`config.mk`:
```
export PLATFORM = sky130hd
export DESIGN_NAME = log_stream_header_strip_core
export DESIGN_NICKNAME = d
export VERILOG_FILES = /design/src/rtl/lsh_pkg.sv /design/src/rtl/log_stream_header_strip_core.sv /design/src/rtl/lsh_cell.sv /design/src/rtl/lsh_head.sv
export SDC_FILE = /design/constraint.sdc
export NUM_CORES = 1
export LEC_CHECK = 0
export BUFFER_PORTS_ARGS = -buffer_cell sky130_fd_sc_hd__buf_2
export CORE_MARGIN = 2
export CORE_UTILIZATION = 50
export DETAILED_ROUTE_END_ITERATION = 10
export PLACE_DENSITY = 0.72
export REMOVE_ABC_BUFFERS = 1
export SYNTH_ARGS = -nofsm -noshare
export SYNTH_HDL_FRONTEND = slang
export SYNTH_SLANG_ARGS = --single-unit
```
`constraint.sdc`:
```
create_clock -name clk -period 4.65 [get_ports clk]
set_input_delay 0.465 -clock clk [delete_from_list [all_inputs] [get_ports clk]]
set_output_delay 0.465 -clock clk [all_outputs]
set_load 0.02 [all_outputs]
```
`src/rtl/lsh_pkg.sv`:
```
// ----------------------------------------------------------------------------
// lsh_pkg: shared types and constants for the log stream header stripper
// Window geometry, head decision codes, cell controls and marker bytes.
// ----------------------------------------------------------------------------
`default_nettype none

package lsh_pkg;

  localparam int unsigned WIN_DEPTH = 8;
  localparam int unsigned LINES_W   = 17;

  localparam logic [7:0] BYTE_ZERO = 8'h30;  // ASCII '0'
  localparam logic [7:0] BYTE_CR   = 8'h0d;
  localparam logic [7:0] BYTE_LF   = 8'h0a;
  localparam logic [7:0] BYTE_OUT  = 8'h01;  // stdout stream id
  localparam logic [7:0] BYTE_ERR  = 8'h02;  // stderr stream id
  localparam logic [7:0] BYTE_NUL  = 8'h00;

  localparam logic [LINES_W-1:0] LINES_MAX = '1;

  typedef logic [WIN_DEPTH-1:0][7:0] win_t;

  typedef enum logic [1:0] {
    DEC_EMIT,
    DEC_STOP,
    DEC_DROP
  } dec_t;

  typedef struct packed {
    logic load;
    logic shift;
  } cell_ctrl_t;

endpackage

`default_nettype wire

```
`src/rtl/log_stream_header_strip_core.sv`:
```
// ----------------------------------------------------------------------------
// log_stream_header_strip_core: container log stream cleaner
// Strips 8-byte frame headers, stops on a '0' CR LF terminator or on the
// line limit, and flushes an 8-byte lookahead window on the last byte.
// ----------------------------------------------------------------------------
// Usage:
//   Input channel (in_valid/in_ready) carries one raw byte per request, with
//   in_last on the final byte of a stream. Output channel (out_valid/
//   out_ready) carries kept bytes; out_end flags the last result of a stream
//   and out_has_byte=0 marks a bare end marker.
//   Throughput: one request per cycle for bytes not flagged last, while the
//   output register is free; a result, when one is due, appears in the output
//   register the cycle after the request. The window is a row of eight byte
//   cells that shift towards the head each time a byte is emitted.
//   Last byte: once the request is taken, the window drains one head decision
//   per cycle while the output register is free (up to 8 emits, then a
//   closing step); in_ready stays low meanwhile.
//   Stall: a result waits in the output register while out_ready is low;
//   a new request is taken in the same cycle the waiting result leaves.
//   Reset (rst, synchronous) empties the window, sets the line count to one,
//   clears the stop flag and sets line_limit to zero (built-in default).
//   cfg_wr_en writes line_limit; write only while the block is idle.
// ----------------------------------------------------------------------------
`default_nettype none

module log_stream_header_strip_core
  import lsh_pkg::*;
#(
  parameter int unsigned DEFAULT_LINE_LIMIT = 1000
) (
  input  wire logic        clk,
  input  wire logic        rst,
  input  wire logic        cfg_wr_en,
  input  wire logic [15:0] cfg_wr_data,
  input  wire logic        in_valid,
  output logic             in_ready,
  input  wire logic [7:0]  in_byte,
  input  wire logic        in_last,
  output logic             out_valid,
  input  wire logic        out_ready,
  output logic [7:0]       out_byte,
  output logic             out_has_byte,
  output logic             out_end
);

  localparam logic [15:0] DEF_LIMIT = 16'(DEFAULT_LINE_LIMIT);

  // control state
  logic [15:0]        line_limit;
  logic [3:0]         fill, fill_next;
  logic [LINES_W-1:0] lines, lines_next;
  logic               stopped, stopped_next;
  logic               flushing, flushing_next;
  logic               pend_valid, pend_valid_next;
  logic [7:0]         pend_byte, pend_byte_next;
  logic               out_valid_next;
  logic [7:0]         out_byte_next;
  logic               out_has_byte_next, out_end_next;

  logic       out_free;
  logic       in_acc;
  logic       flush_step;
  logic       append;
  logic       shift;
  logic [3:0] load_idx;
  logic [3:0] head_fill;
  logic [15:0] eff_limit;
  dec_t       dec;
  win_t       win;

  assign out_free   = !out_valid || out_ready;
  assign in_ready   = !flushing && out_free;
  assign in_acc     = in_valid && in_ready;
  assign flush_step = flushing && out_free;
  assign eff_limit  = (line_limit == 16'd0) ? DEF_LIMIT : line_limit;
  // outside the flush a decision is only taken once the window is full
  assign head_fill  = flushing ? fill : 4'(WIN_DEPTH);
  assign load_idx   = shift ? (fill - 4'd1) : fill;

  // --------------------------------------------------------------------------
  // Window cells: cell 0 is the head
  // --------------------------------------------------------------------------
  for (genvar i = 0; i < WIN_DEPTH; i++) begin : g_cell
    cell_ctrl_t ctrl;
    logic [7:0] nbr;

    assign ctrl.load  = append && (load_idx == 4'(i));
    assign ctrl.shift = shift;

    if (i == WIN_DEPTH - 1) begin : g_tail
      assign nbr = BYTE_NUL;
    end else begin : g_body
      assign nbr = win[i+1];
    end

    lsh_cell u_cell (
      .clk     (clk),
      .ctrl    (ctrl),
      .byte_in (in_byte),
      .nbr     (nbr),
      .data    (win[i])
    );
  end

  lsh_head u_head (
    .win   (win),
    .fill  (head_fill),
    .lines (lines),
    .limit (eff_limit),
    .dec   (dec)
  );

  // --------------------------------------------------------------------------
  // Next-state logic
  // --------------------------------------------------------------------------
  always_comb begin
    fill_next         = fill;
    lines_next        = lines;
    stopped_next      = stopped;
    flushing_next     = flushing;
    pend_valid_next   = pend_valid;
    pend_byte_next    = pend_byte;
    out_valid_next    = out_valid && !out_ready;
    out_byte_next     = out_byte;
    out_has_byte_next = out_has_byte;
    out_end_next      = out_end;
    append            = 1'b0;
    shift             = 1'b0;

    if (in_acc) begin
      // drop incoming bytes once the stream has stopped
      append = !stopped && (fill < 4'(WIN_DEPTH));
      if (in_last) begin
        flushing_next   = 1'b1;
        pend_valid_next = 1'b0;
        if (append) begin
          fill_next = fill + 4'd1;
        end
      end else if (!stopped) begin
        if (fill == 4'(WIN_DEPTH - 1)) begin
          unique case (dec)
            DEC_EMIT: begin
              shift             = 1'b1;
              out_valid_next    = 1'b1;
              out_byte_next     = win[0];
              out_has_byte_next = 1'b1;
              out_end_next      = 1'b0;
              if (win[0] == BYTE_LF && lines != LINES_MAX) begin
                lines_next = lines + 1'b1;
              end
            end
            DEC_STOP: begin
              stopped_next = 1'b1;
              fill_next    = 4'd0;
            end
            DEC_DROP: begin
              fill_next = 4'd0;
            end
            default: begin
              fill_next = fill;
            end
          endcase
        end else begin
          fill_next = fill + 4'd1;
        end
      end
    end else if (flush_step) begin
      if (stopped || fill == 4'd0) begin
        // close the stream: release the held byte as final, or a bare marker
        out_valid_next    = 1'b1;
        out_byte_next     = pend_valid ? pend_byte : BYTE_NUL;
        out_has_byte_next = pend_valid;
        out_end_next      = 1'b1;
        flushing_next     = 1'b0;
        pend_valid_next   = 1'b0;
        fill_next         = 4'd0;
        lines_next        = LINES_W'(1);
        stopped_next      = 1'b0;
      end else begin
        unique case (dec)
          DEC_EMIT: begin
            // hold the latest emitted byte back until it is known whether it is final
            shift           = 1'b1;
            fill_next       = fill - 4'd1;
            pend_valid_next = 1'b1;
            pend_byte_next  = win[0];
            if (win[0] == BYTE_LF && lines != LINES_MAX) begin
              lines_next = lines + 1'b1;
            end
            if (pend_valid) begin
              out_valid_next    = 1'b1;
              out_byte_next     = pend_byte;
              out_has_byte_next = 1'b1;
              out_end_next      = 1'b0;
            end
          end
          DEC_STOP: begin
            stopped_next = 1'b1;
            fill_next    = 4'd0;
          end
          DEC_DROP: begin
            fill_next = 4'd0;
          end
          default: begin
            fill_next = fill;
          end
        endcase
      end
    end
  end

  // --------------------------------------------------------------------------
  // Registers
  // --------------------------------------------------------------------------
  always_ff @(posedge clk) begin
    if (rst) begin
      line_limit <= 16'd0;
      fill       <= 4'd0;
      lines      <= LINES_W'(1);
      stopped    <= 1'b0;
      flushing   <= 1'b0;
      pend_valid <= 1'b0;
      out_valid  <= 1'b0;
    end else begin
      if (cfg_wr_en) begin
        line_limit <= cfg_wr_data;
      end
      fill       <= fill_next;
      lines      <= lines_next;
      stopped    <= stopped_next;
      flushing   <= flushing_next;
      pend_valid <= pend_valid_next;
      out_valid  <= out_valid_next;
    end
  end

  // payload registers
  always_ff @(posedge clk) begin
    pend_byte    <= pend_byte_next;
    out_byte     <= out_byte_next;
    out_has_byte <= out_has_byte_next;
    out_end      <= out_end_next;
  end

endmodule

`default_nettype wire

```
`src/rtl/lsh_cell.sv`:
```
// ----------------------------------------------------------------------------
// lsh_cell: one byte slot of the lookahead window
// Load a new byte, take the neighbour's byte on a shift, or hold.
// ----------------------------------------------------------------------------
`default_nettype none

module lsh_cell
  import lsh_pkg::*;
(
  input  wire logic       clk,
  input  wire cell_ctrl_t ctrl,
  input  wire logic [7:0] byte_in,
  input  wire logic [7:0] nbr,
  output logic      [7:0] data
);

  always_ff @(posedge clk) begin
    if (ctrl.load) begin
      data <= byte_in;
    end else if (ctrl.shift) begin
      data <= nbr;
    end
  end

endmodule

`default_nettype wire

```
`src/rtl/lsh_head.sv`:
```
// ----------------------------------------------------------------------------
// lsh_head: decision at the head of the window
// Terminator, line limit and frame header tests, in priority order.
// ----------------------------------------------------------------------------
`default_nettype none

module lsh_head
  import lsh_pkg::*;
(
  input  wire win_t               win,
  input  wire logic [3:0]         fill,
  input  wire logic [LINES_W-1:0] lines,
  input  wire logic [15:0]        limit,
  output dec_t                    dec
);

  logic term_hit;
  logic hdr_hit;

  assign term_hit = (fill >= 4'd3) && (win[0] == BYTE_ZERO) &&
                    (win[1] == BYTE_CR) && (win[2] == BYTE_LF);

  assign hdr_hit = (fill >= 4'(WIN_DEPTH)) &&
                   ((win[0] == BYTE_OUT) || (win[0] == BYTE_ERR)) &&
                   (win[1] == BYTE_NUL) && (win[2] == BYTE_NUL) &&
                   (win[3] == BYTE_NUL) && (win[4] == BYTE_NUL) &&
                   (win[5] == BYTE_NUL);

  always_comb begin
    if (term_hit) begin
      dec = DEC_STOP;
    end else if (lines > {1'b0, limit}) begin
      dec = DEC_STOP;
    end else if (hdr_hit) begin
      dec = DEC_DROP;
    end else begin
      dec = DEC_EMIT;
    end
  end

endmodule

`default_nettype wire

```
After elaboration in Yosys (flattened, before gate mapping)
Index checks and enable logic that the tools add are counted.
- add/sub/neg operators: 3
- $lt $le $gt $ge: 4
- equality and inequality tests: 25
- multiplexer cells: 100
- bitwise gates (word level): 2
- reduce and logical (&&, ||, !) cells: 62
- operators with widths (kind ; number):
    8-bit two-way mux ; 26
    17-bit two-way mux ; 8
    1-bit two-way mux ; 51
    8-bit logical NOT ; 5
    4-bit two-way mux ; 10
    8-bit by 4-bit == test with 1-bit output (second input constant) ; 3
    1-bit logical AND ; 23
    2-bit nonzero test ; 11
    4-bit by 3-bit == test with 1-bit output (second input constant) ; 5
    17-bit by 1-bit adder with 17-bit output (second input constant) ; 1
    17-bit by 16-bit greater-than comparator with 1-bit output ; 1
    17-bit inequality test (second input constant) ; 1
    16-bit logical NOT ; 1
    16-bit two-way mux ; 1
    3-bit AND reduction ; 3
    3-bit nonzero test ; 3
    4-bit by 2-bit == test with 1-bit output (second input constant) ; 2
    8-bit by 1-bit == test with 1-bit output (second input constant) ; 1
    8-bit by 2-bit == test with 1-bit output (second input constant) ; 1
    8-bit by 6-bit == test with 1-bit output (second input constant) ; 1
    4-bit logical NOT ; 2
    4-bit case mux with 2 select lines ; 1
    4-bit AND reduction ; 2
    7-bit AND reduction ; 1
    other kinds (21) ; 32
- register bits: 123
- input port bits: 30
- output and inout port bits: 12
- logic and storage cells: 215

Longest topological paths before layout
Gate-level depths: netlist of the first run.
- word-level depth: 21
- depth in mapped cells: 18
- depth with buffers taken out: 15

Hierarchy
From an unflattened synthesis of the first run, not the netlist that was laid out.
- cell total of the unflattened synthesis: 554
- area total of the unflattened synthesis: 6673.9 um2
- by module, submodules not included (module ; times used ; cells each ; area each (um2) ; seq. area each (um2)):
    log_stream_header_strip_core ; 1 ; 330 ; 3052.9 ; 1361.3
    lsh_cell ; 8 ; 18 ; 377.9 ; 240.2
    lsh_head ; 1 ; 80 ; 598.1 ; 0.0

Least setup slack after synthesis of the first run
No wires, ideal clock.
- path kind: register to register
- start point: register line_limit[2]
- end point: register g_cell[5].u_cell.data[0], enable pin
- library setup time: 326 ps
- arrival time: 3879 ps
- slack: 445 ps
- cell stages (with the launch flop): 19
- buffers on the path: 3
- cell sequence: dfxtp_1 nor4_1 and4_1 clkbuf_1 nor2_1 ha_1 and4_1 a21oi_1 a21boi_0 o41ai_1 o31a_1 ha_1 and4bb_2 a22o_1 buf_6 and4_1 o21a_1 buf_2 a21o_1
- cells in the longest elaborated chain, start to end: 15
- elaborated cells on any way between the ends: 17
- classes of those cells: order compare (1); eq/ne (1); mux (11); reduce/logical (4)
- RTL lines (item ; line ; source):
    start: declaration ; log_stream_header_strip_core.sv:49 ; logic [15:0] line_limit;
    start signal: assignment ; log_stream_header_strip_core.sv:226 ; line_limit <= cfg_wr_data;
    16-bit logical NOT ; log_stream_header_strip_core.sv:75 ; assign eff_limit = (line_limit == 16'd0) ? DEF_LIMIT : line_limit;
    16-bit two-way mux (*) ; log_stream_header_strip_core.sv:75 ;
    17-bit by 16-bit greater-than comparator with 1-bit output (*) ; lsh_head.sv:32 ; end else if (lines > {1'b0, limit}) begin
    2-bit two-way mux (*) ; lsh_head.sv:32 ;
    2-bit two-way mux (*) ; lsh_head.sv:30 ; if (term_hit) begin
    2-bit logical NOT (*) ; log_stream_header_strip_core.sv:141, log_stream_header_strip_core.sv:180 ;
    1-bit two-way mux (*) ; log_stream_header_strip_core.sv:141, log_stream_header_strip_core.sv:180 ;
    1-bit two-way mux ; log_stream_header_strip_core.sv:140 ; if (fill == 4'(WIN_DEPTH - 1)) begin
    1-bit two-way mux ; log_stream_header_strip_core.sv:139 ; end else if (!stopped) begin
    1-bit two-way mux ; log_stream_header_strip_core.sv:133 ; if (in_last) begin
    1-bit two-way mux (*) ; log_stream_header_strip_core.sv:130 ; if (in_acc) begin
    4-bit two-way mux ; log_stream_header_strip_core.sv:78 ; assign load_idx = shift ? (fill - 4'd1) : fill;
    4-bit by 3-bit == test with 1-bit output ; log_stream_header_strip_core.sv:87 ; assign ctrl.load = append && (load_idx == 4'(i));
    1-bit logical AND ; log_stream_header_strip_core.sv:87 ;
    2-bit nonzero test (no line) (*) ; - ;
    end signal: assignment ; lsh_cell.sv:19 ; data <= byte_in;
    end signal: assignment ; lsh_cell.sv:21 ; data <= nbr;
    end: declaration ; lsh_cell.sv:14 ; output logic [7:0] data
Every way passes the cells marked *; elsewhere a longest branch is shown, timed or not.
A chain may end at the register's enable or synchronous reset.

Worst setup path in the final report of the first run
- start point: register line_limit[10]
- end point: register lines[11]
- cells in the longest elaborated chain, start to end: 11
- elaborated cells on any way between the ends: 13
- classes of those cells: order compare (1); mux (10); reduce/logical (2)
- RTL lines (item ; line ; source):
    16-bit logical NOT ; log_stream_header_strip_core.sv:75 ;
    16-bit two-way mux (*) ; log_stream_header_strip_core.sv:75 ;
    17-bit by 16-bit greater-than comparator with 1-bit output (*) ; lsh_head.sv:32 ;
    2-bit two-way mux (*) ; lsh_head.sv:32 ;
    2-bit two-way mux (*) ; lsh_head.sv:30 ;
    2-bit logical NOT (*) ; log_stream_header_strip_core.sv:141, log_stream_header_strip_core.sv:180 ;
    17-bit two-way mux (*) ; - ;
    17-bit two-way mux (3 in series) ; - ;
    17-bit two-way mux (*) ; - ;
    end signal: assignment ; log_stream_header_strip_core.sv:229 ; lines <= lines_next;
    end: declaration ; log_stream_header_strip_core.sv:51 ; logic [LINES_W-1:0] lines, lines_next;
Every way passes the cells marked *; elsewhere a longest branch is shown, timed or not. The select of a mux whose other input is x is not followed.

==> results of run 1 <==
routing by layer:
metal / vias to the layer above / GRT usage [%] / part of all wire, %
met3: 53 / 7.04 / 9.2
met4: 0 / 10.4 / 2.9
met2: 276 / 37.4 / 46
met1: 2608 / 31.5 / 42
met5: - / 0 / 0
li1: 2603 / - / -
state kept, by name, summed over array words and instances (netlist names), 4 cells and up:
register / flops
line_limit: 16
lines: 17
out_byte: 8
g_cell.u_cell.data: 64
fill: 4
pend_byte: 8
layout make-up:
cell class | count | area, um2 | share of cell area (%)
Sequential cell | 123 | 3280 | 42.5
Multi-Input combinational cell | 444 | 3020 | 39.1
Clock buffer | 25 | 485 | 6.28
Timing Repair Buffer | 64 | 378 | 4.89
Tap cell | 176 | 220 | 2.85
Inverter | 55 | 206 | 2.67
Clock inverter | 7 | 138 | 1.78
repair_timing:
item                                    in CTS  in global routing
pin swaps                                    0                  3
hold endpoints to repair                     0                  0
setup buffers                                0                  5
resized for setup                            3                  2
endpoints found under the setup margin     100                 91
worst paths after layout:
| path | start | to | slack, ns |
|---|---|---|---|
| worst max-delay path | line_limit[10] | lines[11] | 0.19 |
| worst min-delay path | cfg_wr_data[6] | line_limit[6] | 0.29 |
| worst max register to register | line_limit[10] | lines[11] | 0.19 |
| worst min register to register | lines[15] | lines[15] | 0.51 |
cell families (layout without fill, tap and decap cells):
kind of cell | after synthesis | count (layout) | synth area share (%)
AO/OA/AOI/OAI | 172 | 172 | 19.1
AND/OR/NAND/NOR | 219 | 219 | 17.2
flip-flops | 123 | 123 | 49.5
adder cells (fa/ha/maj) | 22 | 22 | 4.15
buffers and inverters | 86 | 151 | 5.23
multiplexers | 28 | 28 | 4.42
XOR/XNOR | 3 | 3 | 0.396
placed cells by master (no fill, tap or decap), types with 3 or more instances in the layout:
| master | synthesis | routed |
|---|---|---|
| a211oi_1 | 3 | 3 |
| a21o_1 | 5 | 5 |
| a21oi_1 | 31 | 31 |
| a22o_1 | 17 | 16 |
| a31oi_1 | 3 | 3 |
| a32oi_1 | 9 | 9 |
| and3_1 | 8 | 8 |
| and4_1 | 4 | 4 |
| buf_2 | 4 | 41 |
| buf_4 | 1 | 23 |
| bufinv_16 | 0 | 4 |
| clkbuf_1 | 24 | 5 |
| clkbuf_16 | 0 | 17 |
| clkbuf_8 | 0 | 3 |
| dfxtp_1 | 41 | 41 |
| edfxtp_1 | 82 | 82 |
| ha_1 | 22 | 22 |
| inv_1 | 55 | 55 |
| mux2_2 | 10 | 10 |
| mux2i_1 | 18 | 18 |
| nand2_1 | 65 | 64 |
| nand3_1 | 11 | 11 |
| nand4_1 | 9 | 9 |
| nor2_1 | 51 | 51 |
| nor2b_1 | 4 | 4 |
| nor3_1 | 20 | 20 |
| nor4_1 | 17 | 16 |
| o21a_1 | 3 | 3 |
| o21ai_0 | 30 | 29 |
| o21ai_1 | 4 | 5 |
| o221ai_1 | 24 | 24 |
| o31ai_1 | 13 | 12 |
| or3_1 | 4 | 4 |
| or4_1 | 10 | 10 |
worst max-delay path, cell delays in order, from the launching register on:
cell and delay [ns]:
dfxtp_1 0.33, nor4_2 0.35, and4_1 0.28, buf_4 0.15, nor2_1 0.05, ha_1 0.31
a21o_1 0.16, nand3_1 0.07, a211oi_1 0.08, o41ai_2 0.48, o31a_1 0.22, ha_1 0.17
buf_4 0.14, and4bb_2 0.23, and3_1 0.18, or4b_4 0.57, or4_1 0.44, a21oi_1 0.17
cell usage after synthesis (4+ instances only):
| master | n |
|---|---|
| and4_1 | 4 |
| ha_1 | 22 |
| edfxtp_1 | 82 |
| a21oi_1 | 31 |
| and3_1 | 8 |
| nor2b_1 | 4 |
| mux2_2 | 10 |
| o21ai_0 | 30 |
| nor3_1 | 20 |
| o31ai_1 | 13 |
| or4_1 | 10 |
| buf_2 | 4 |
| a32oi_1 | 9 |
| nor2_1 | 51 |
| clkbuf_1 | 24 |
| inv_1 | 55 |
| mux2i_1 | 18 |
| nand4_1 | 9 |
| a22o_1 | 17 |
| dfxtp_1 | 41 |
| nand2_1 | 65 |
| or3_1 | 4 |
| nor4_1 | 17 |
| a21o_1 | 5 |
| nand3_1 | 11 |
| o221ai_1 | 24 |
| o21ai_1 | 4 |
power groups by stage:
| stage | Sequential [mW] | Combinational [mW] | Clock, mW |
|---|---|---|---|
| after floorplan | 1.45 | 0.437 | 0 |
| after global placement | 1.45 | 0.648 | 0 |
| after detailed placement | 1.46 | 0.666 | 0 |
| after CTS | 1.44 | 0.675 | 1.40 |
| after global routing | 1.45 | 0.755 | 1.45 |
| final | 1.44 | 0.685 | 1.39 |
==> results_dict.tcl, run 1 <==
set metrics [dict create \
    synth_top_cell_by_area "edfxtp_1" \
    p_per_area_nw_per_um2 454 \
    clockRootBuffer "clkbuf_16" \
    io_pins 42 \
    p_total_mw 3.51 \
    antenna_found_initial 0 \
    fin_nets 757 \
    post-place-ws_ns -0.172 \
    maxCapViolations 0 \
    cts-root-to-sink-buffers 2 \
    num_rows 42 \
    rsz0062_at_grt "false" \
    hold_buffers 0 \
    timing.final.crit_share_pct 95.9 \
    cp-start-kind "flip-flop" \
    arrival_ns 4.81 \
    gr-total-overflow 0 \
    netlist.area_leader.share_pct 37.1 \
    leakage_nw 2.97 \
    slew_viol_final 0 \
    avgViaCountPerCell 6.20 \
    clk_pin_slew_ns 0.05 \
    yosysSeqAreaShare_pct 49.5 \
    critPathMaxFanout 14 \
    htreeDepth 4 \
    grt_pass1_wl_mm 26.9 \
    syn_inst 653 \
    synth.distinct_cells 68 \
    crit_required_ns 5.00 \
    io_buffers 41 \
    n_fill_cell 1076 \
    start_util_pct 50.7 \
    end_kind "flip-flop" \
    grt_max_degree 25 \
    routabilityCongestion 0.941 \
    period_needed_ns 4.46 \
    vdd_ir_drop_max_uv 276 \
    worst-setup-path-type "reg2reg" \
    die-area_um2 14200 \
    synthFlopType "edfxtp_1" \
    cts-buffers-inserted 17 \
    place_hpwl_mm 11.9 \
    drc 0 \
    cts_num_sinks 123 \
    diodes 0 \
    syn_area_um2 6630 \
    min_path_cells 3 \
    fp.dieW_um 119 \
    synth_edf_count 82 \
    design_area_um2 7730 \
    synth-seq-cells 123 \
    wl_mm 16.6 \
    drtAntennaViolNets 0 \
    stdcell_count 894 \
    avgSynthCellArea_um2 10.2 \
    core-area_um2 13100 \
    drt-initial-drc-count 441 \
    p_int_mw 2.52 \
    min_path_type "in2reg" \
    drt_first_pass_iters 5 \
    setup_tns_ns 0 \
    synth-async-reset-ratio_pct 0 \
    final_util_pct 59.1 \
    fin_ws_ns 0.189 \
    tightest_slew_ns 1.21 \
    gr-usage-all-layers_pct 24.1 \
    grt_pass1_vias 5439 \
    whs_ns 0.288 \
    relSlewSlack_pct 18.6 \
    pwr-share-comb_pct 19.5 \
    drive_above_1_share_pct 17.3 \
    sequentialPowerShare_pct 40.9 \
    p_sw_share_pct 28.2 \
    placed_area_um2 7050 \
    insertion_delay_ns 0.42 \
    yosys-top-cells-area "edfxtp_1 37%, dfxtp_1 12%, ha_1 4.2%, nand2_1 3.7%, o221ai_1 3.2%" \
    wl_per_cell_um 18.6 \
    fmax_mhz 224 \
    status "finished, final reports clean" \
    hold_viol 0 \
    fp.dieH_um 119 \
    fin_skew_ns 0.00953 \
    ys_warn_count 0 \
    vias 5540 \
    dp_cells 857 \
    clock_power_share_pct 39.6 \
    final-setup-viol-count 0 \
    p_switching_uw 990 \
    r2r_cells 17 \
    area_delta_synth_final_pct 16.6 \
    cts_tree "built" \
]
Note: power is estimated with default switching activity, not from simulation.
==> run 2: changes to the inputs <==
--- a/config.mk
+++ b/config.mk
@@ -5,6 +5,7 @@
 export SDC_FILE = /design/constraint.sdc
 export NUM_CORES = 1
 export LEC_CHECK = 0
+export ABC_AREA = 1
 export BUFFER_PORTS_ARGS = -buffer_cell sky130_fd_sc_hd__buf_2
 export CORE_MARGIN = 2
 export CORE_UTILIZATION = 50
==> run 2 against run 1 <==
Clock power is 4% lower. Critical path depth is 7 higher. Sequential share of layout area is 0.99 points higher. Synthesized cell count is 21% higher. Sequential power is 4% higher. Fmax is 6.4% higher. Register-to-register slack better by 0.27 ns. Critical endpoint is now g_cell[2].u_cell.data[3]. Largest cell class unchanged. Largest power group unchanged.
==> results_dict.tcl, run 2 <==
set metrics [dict create \
    status "finished, final reports clean" \
    r2r_cells 24 \
    ys_warn_count 0 \
    die-area_um2 14200 \
    synth_most_common_cell "nand2_1" \
    arrival_ns 4.28 \
    relSlewSlack_pct 57.1 \
    tightest_slew_ns 0.644 \
    io_buffers 41 \
    synthTopCellsByCount "226 x nand2_1, 82 x edfxtp_1, 78 x inv_1" \
    fp.dieH_um 119 \
    wl_per_cell_um 14.4 \
    synth-seq-cells 123 \
    drt-initial-drc-count 474 \
    fin_skew_ns 0.0105 \
    crit_path_end "g_cell[2].u_cell.data[3]" \
    cts_setup_buffers 0 \
    htreeDepth 4 \
    final_common_cell "nand2_1" \
    final-setup-viol-count 0 \
    critPathMaxFanout 10 \
    yosys-top-cells-area "edfxtp_1 37%, nand2_1 13%, dfxtp_1 12%, nand3_1 4.7%, inv_1 4.4%" \
    diodes 0 \
    synth.distinct_cells 47 \
    drtAntennaViolNets 0 \
    p_per_area_nw_per_um2 490 \
    r2r_start "line_limit[0]" \
    crit_top_cell "nand2_1" \
    netlist.area_leader.share_pct 37.0 \
    antenna_found_initial 0 \
    wl_mm 14.6 \
    vdd_ir_drop_max_uv 239 \
    slowest_delay_ns 0.32 \
    yosysSeqAreaShare_pct 49.4 \
    cts-root-to-sink-buffers 2 \
    area_delta_synth_final_pct 13.7 \
    fp.dieW_um 119 \
    crit_required_ns 4.74 \
    timing.final.crit_share_pct 90.2 \
    clk_pin_slew_ns 0.06 \
    synth_top_cell_by_area "edfxtp_1" \
    grt_pass1_vias 5124 \
    cts_num_sinks 123 \
    crit_chain "nor4_1 -> nand2_1 -> nor3_2 -> nor2_1 -> ha_1 -> nand2_1 -> nor3_1 -> o21ai_0 -> nand2_1 -> nand2_1 -> nand3_1 -> nand2_1 -> nand3_1 -> ha_2 -> inv_2 -> nor3_4 -> nand2_4 -> nand2_4 -> nand2_1 -> nand2_4 -> nand2_2 -> inv_4 -> nand2_4 -> nand2_1" \
    min_path_type "in2reg" \
    cts_tree "built" \
    avgViaCountPerCell 5.26 \
    fmax_mhz 239 \
    cp-start-kind "flip-flop" \
    hold_viol 0 \
    min_path_cells 3 \
    clockRootBuffer "clkbuf_16" \
    synth_edf_count 82 \
    insertion_delay_ns 0.42 \
    leakage_nw 3.30 \
    routabilityCongestion 0.891 \
    avgSynthCellArea_um2 8.42 \
    gr-usage-all-layers_pct 22.2 \
    drt_first_pass_iters 5 \
    mostFrequentLayoutCells "224 x nand2_1, 82 x edfxtp_1, 78 x inv_1" \
    io_pins 42 \
    syn_area_um2 6650 \
    gr-total-overflow 0 \
    period_needed_ns 4.19 \
    place_hpwl_mm 10.8 \
    end_kind "flip-flop" \
    syn_inst 789 \
    core-area_um2 13100 \
    startpoint "line_limit[0]" \
    largest_reg_flops 64 \
    top_register "g_cell.u_cell.data" \
    grt_max_degree 29 \
    drive_above_1_share_pct 15.2 \
    num_rows 42 \
    start_util_pct 50.8 \
    top_regs "g_cell.u_cell.data (64), lines (17), line_limit (16)" \
    rsz0062_at_grt "false" \
    cts-buffers-inserted 17 \
    r2r_end "g_cell[2].u_cell.data[3]" \
    rrSetupSlack_ns 0.46 \
    setup_tns_ns 0 \
    grt_pass1_wl_mm 24.5 \
    whs_ns 0.269 \
    drc 0 \
    fin_nets 879 \
    vias 5345 \
    slew_viol_final 0 \
    maxCapViolations 0 \
    synth-async-reset-ratio_pct 0 \
    synthFlopType "edfxtp_1" \
    worst-setup-path-type "reg2reg" \
    cp_slowest_cell "dfxtp_1" \
]
-- run 2: cell families (layout without fill, tap and decap cells) --
logic type	after synthesis	after routing	share of synthesized area (%)
buffers and inverters	107	158	6.93
AND/OR/NAND/NOR	457	457	32.5
AO/OA/AOI/OAI	74	74	6.19
adder cells (fa/ha/maj)	22	22	4.14
XOR/XNOR	6	6	0.791
flip-flops	123	123	49.4
-- run 2: per-stage QoR --
stage                     setup slack, ns  instances  total power [mW]  area, um2  utilization, %
final                               0.458       1016              3.70       7560            57.7
after floorplan                     0.816        767              2.14       6520               -
after CTS                           0.157       1016              3.71       7540            57.6
after detailed placement            0.193        984              2.38       6940            53.1
after global placement              0.390        984              2.35       6940            53.1
after global routing               0.0298       1016              3.89       7560            57.7
-- run 2: metal layers --
metal,share of wire (%),track usage [%]
met1,46,29.6
met2,46,34.4
met3,5.4,4.98
met4,2.9,10.4
met5,0,0
-- run 2: how the worst min path moves through the flow --
| stage | startpoint | endpoint | slack, ns |
|---|---|---|---|
| after floorplan | g_cell[0].u_cell.data[2] | pend_byte[2] | 0.43 |
| after global placement | g_cell[0].u_cell.data[6] | pend_byte[6] | 0.43 |
| after detailed placement | g_cell[0].u_cell.data[7] | pend_byte[7] | 0.44 |
| after CTS | cfg_wr_data[3] | line_limit[3] | 0.26 |
| after global routing | cfg_wr_data[5] | line_limit[5] | 0.28 |
| final | cfg_wr_data[7] | line_limit[7] | 0.27 |
-- run 2: layout make-up --
type | count | area, um2
clock buffers | 18 | 429
clock inverters | 14 | 171
fillers | 1163 | 5530
inverters | 85 | 332
multi-input cells | 559 | 2920
flip-flops and latches | 123 | 3280
well taps | 176 | 220
repair buffers | 41 | 205
-- run 2: worst max-delay path: cells and delay by family (launching register included) --
family          cells  cell delay [ns]
simple gates       19             2.59
fa+ha+maj           2             0.61
flops               1             0.32
compound gates      1             0.13
buf+inv             2             0.20
-- run 2: power breakdown --
group / internal [mW] / switching [mW]
combinational: 0.242 / 0.619
clock: 0.844 / 0.498
sequential: 1.41 / 0.0948
-- run 2: what timing repair did --
action	in CTS	in global routing
endpoints found under the setup margin	0	112
resized for setup	0	4
hold buffers	0	0
endpoints found under the hold margin	0	0
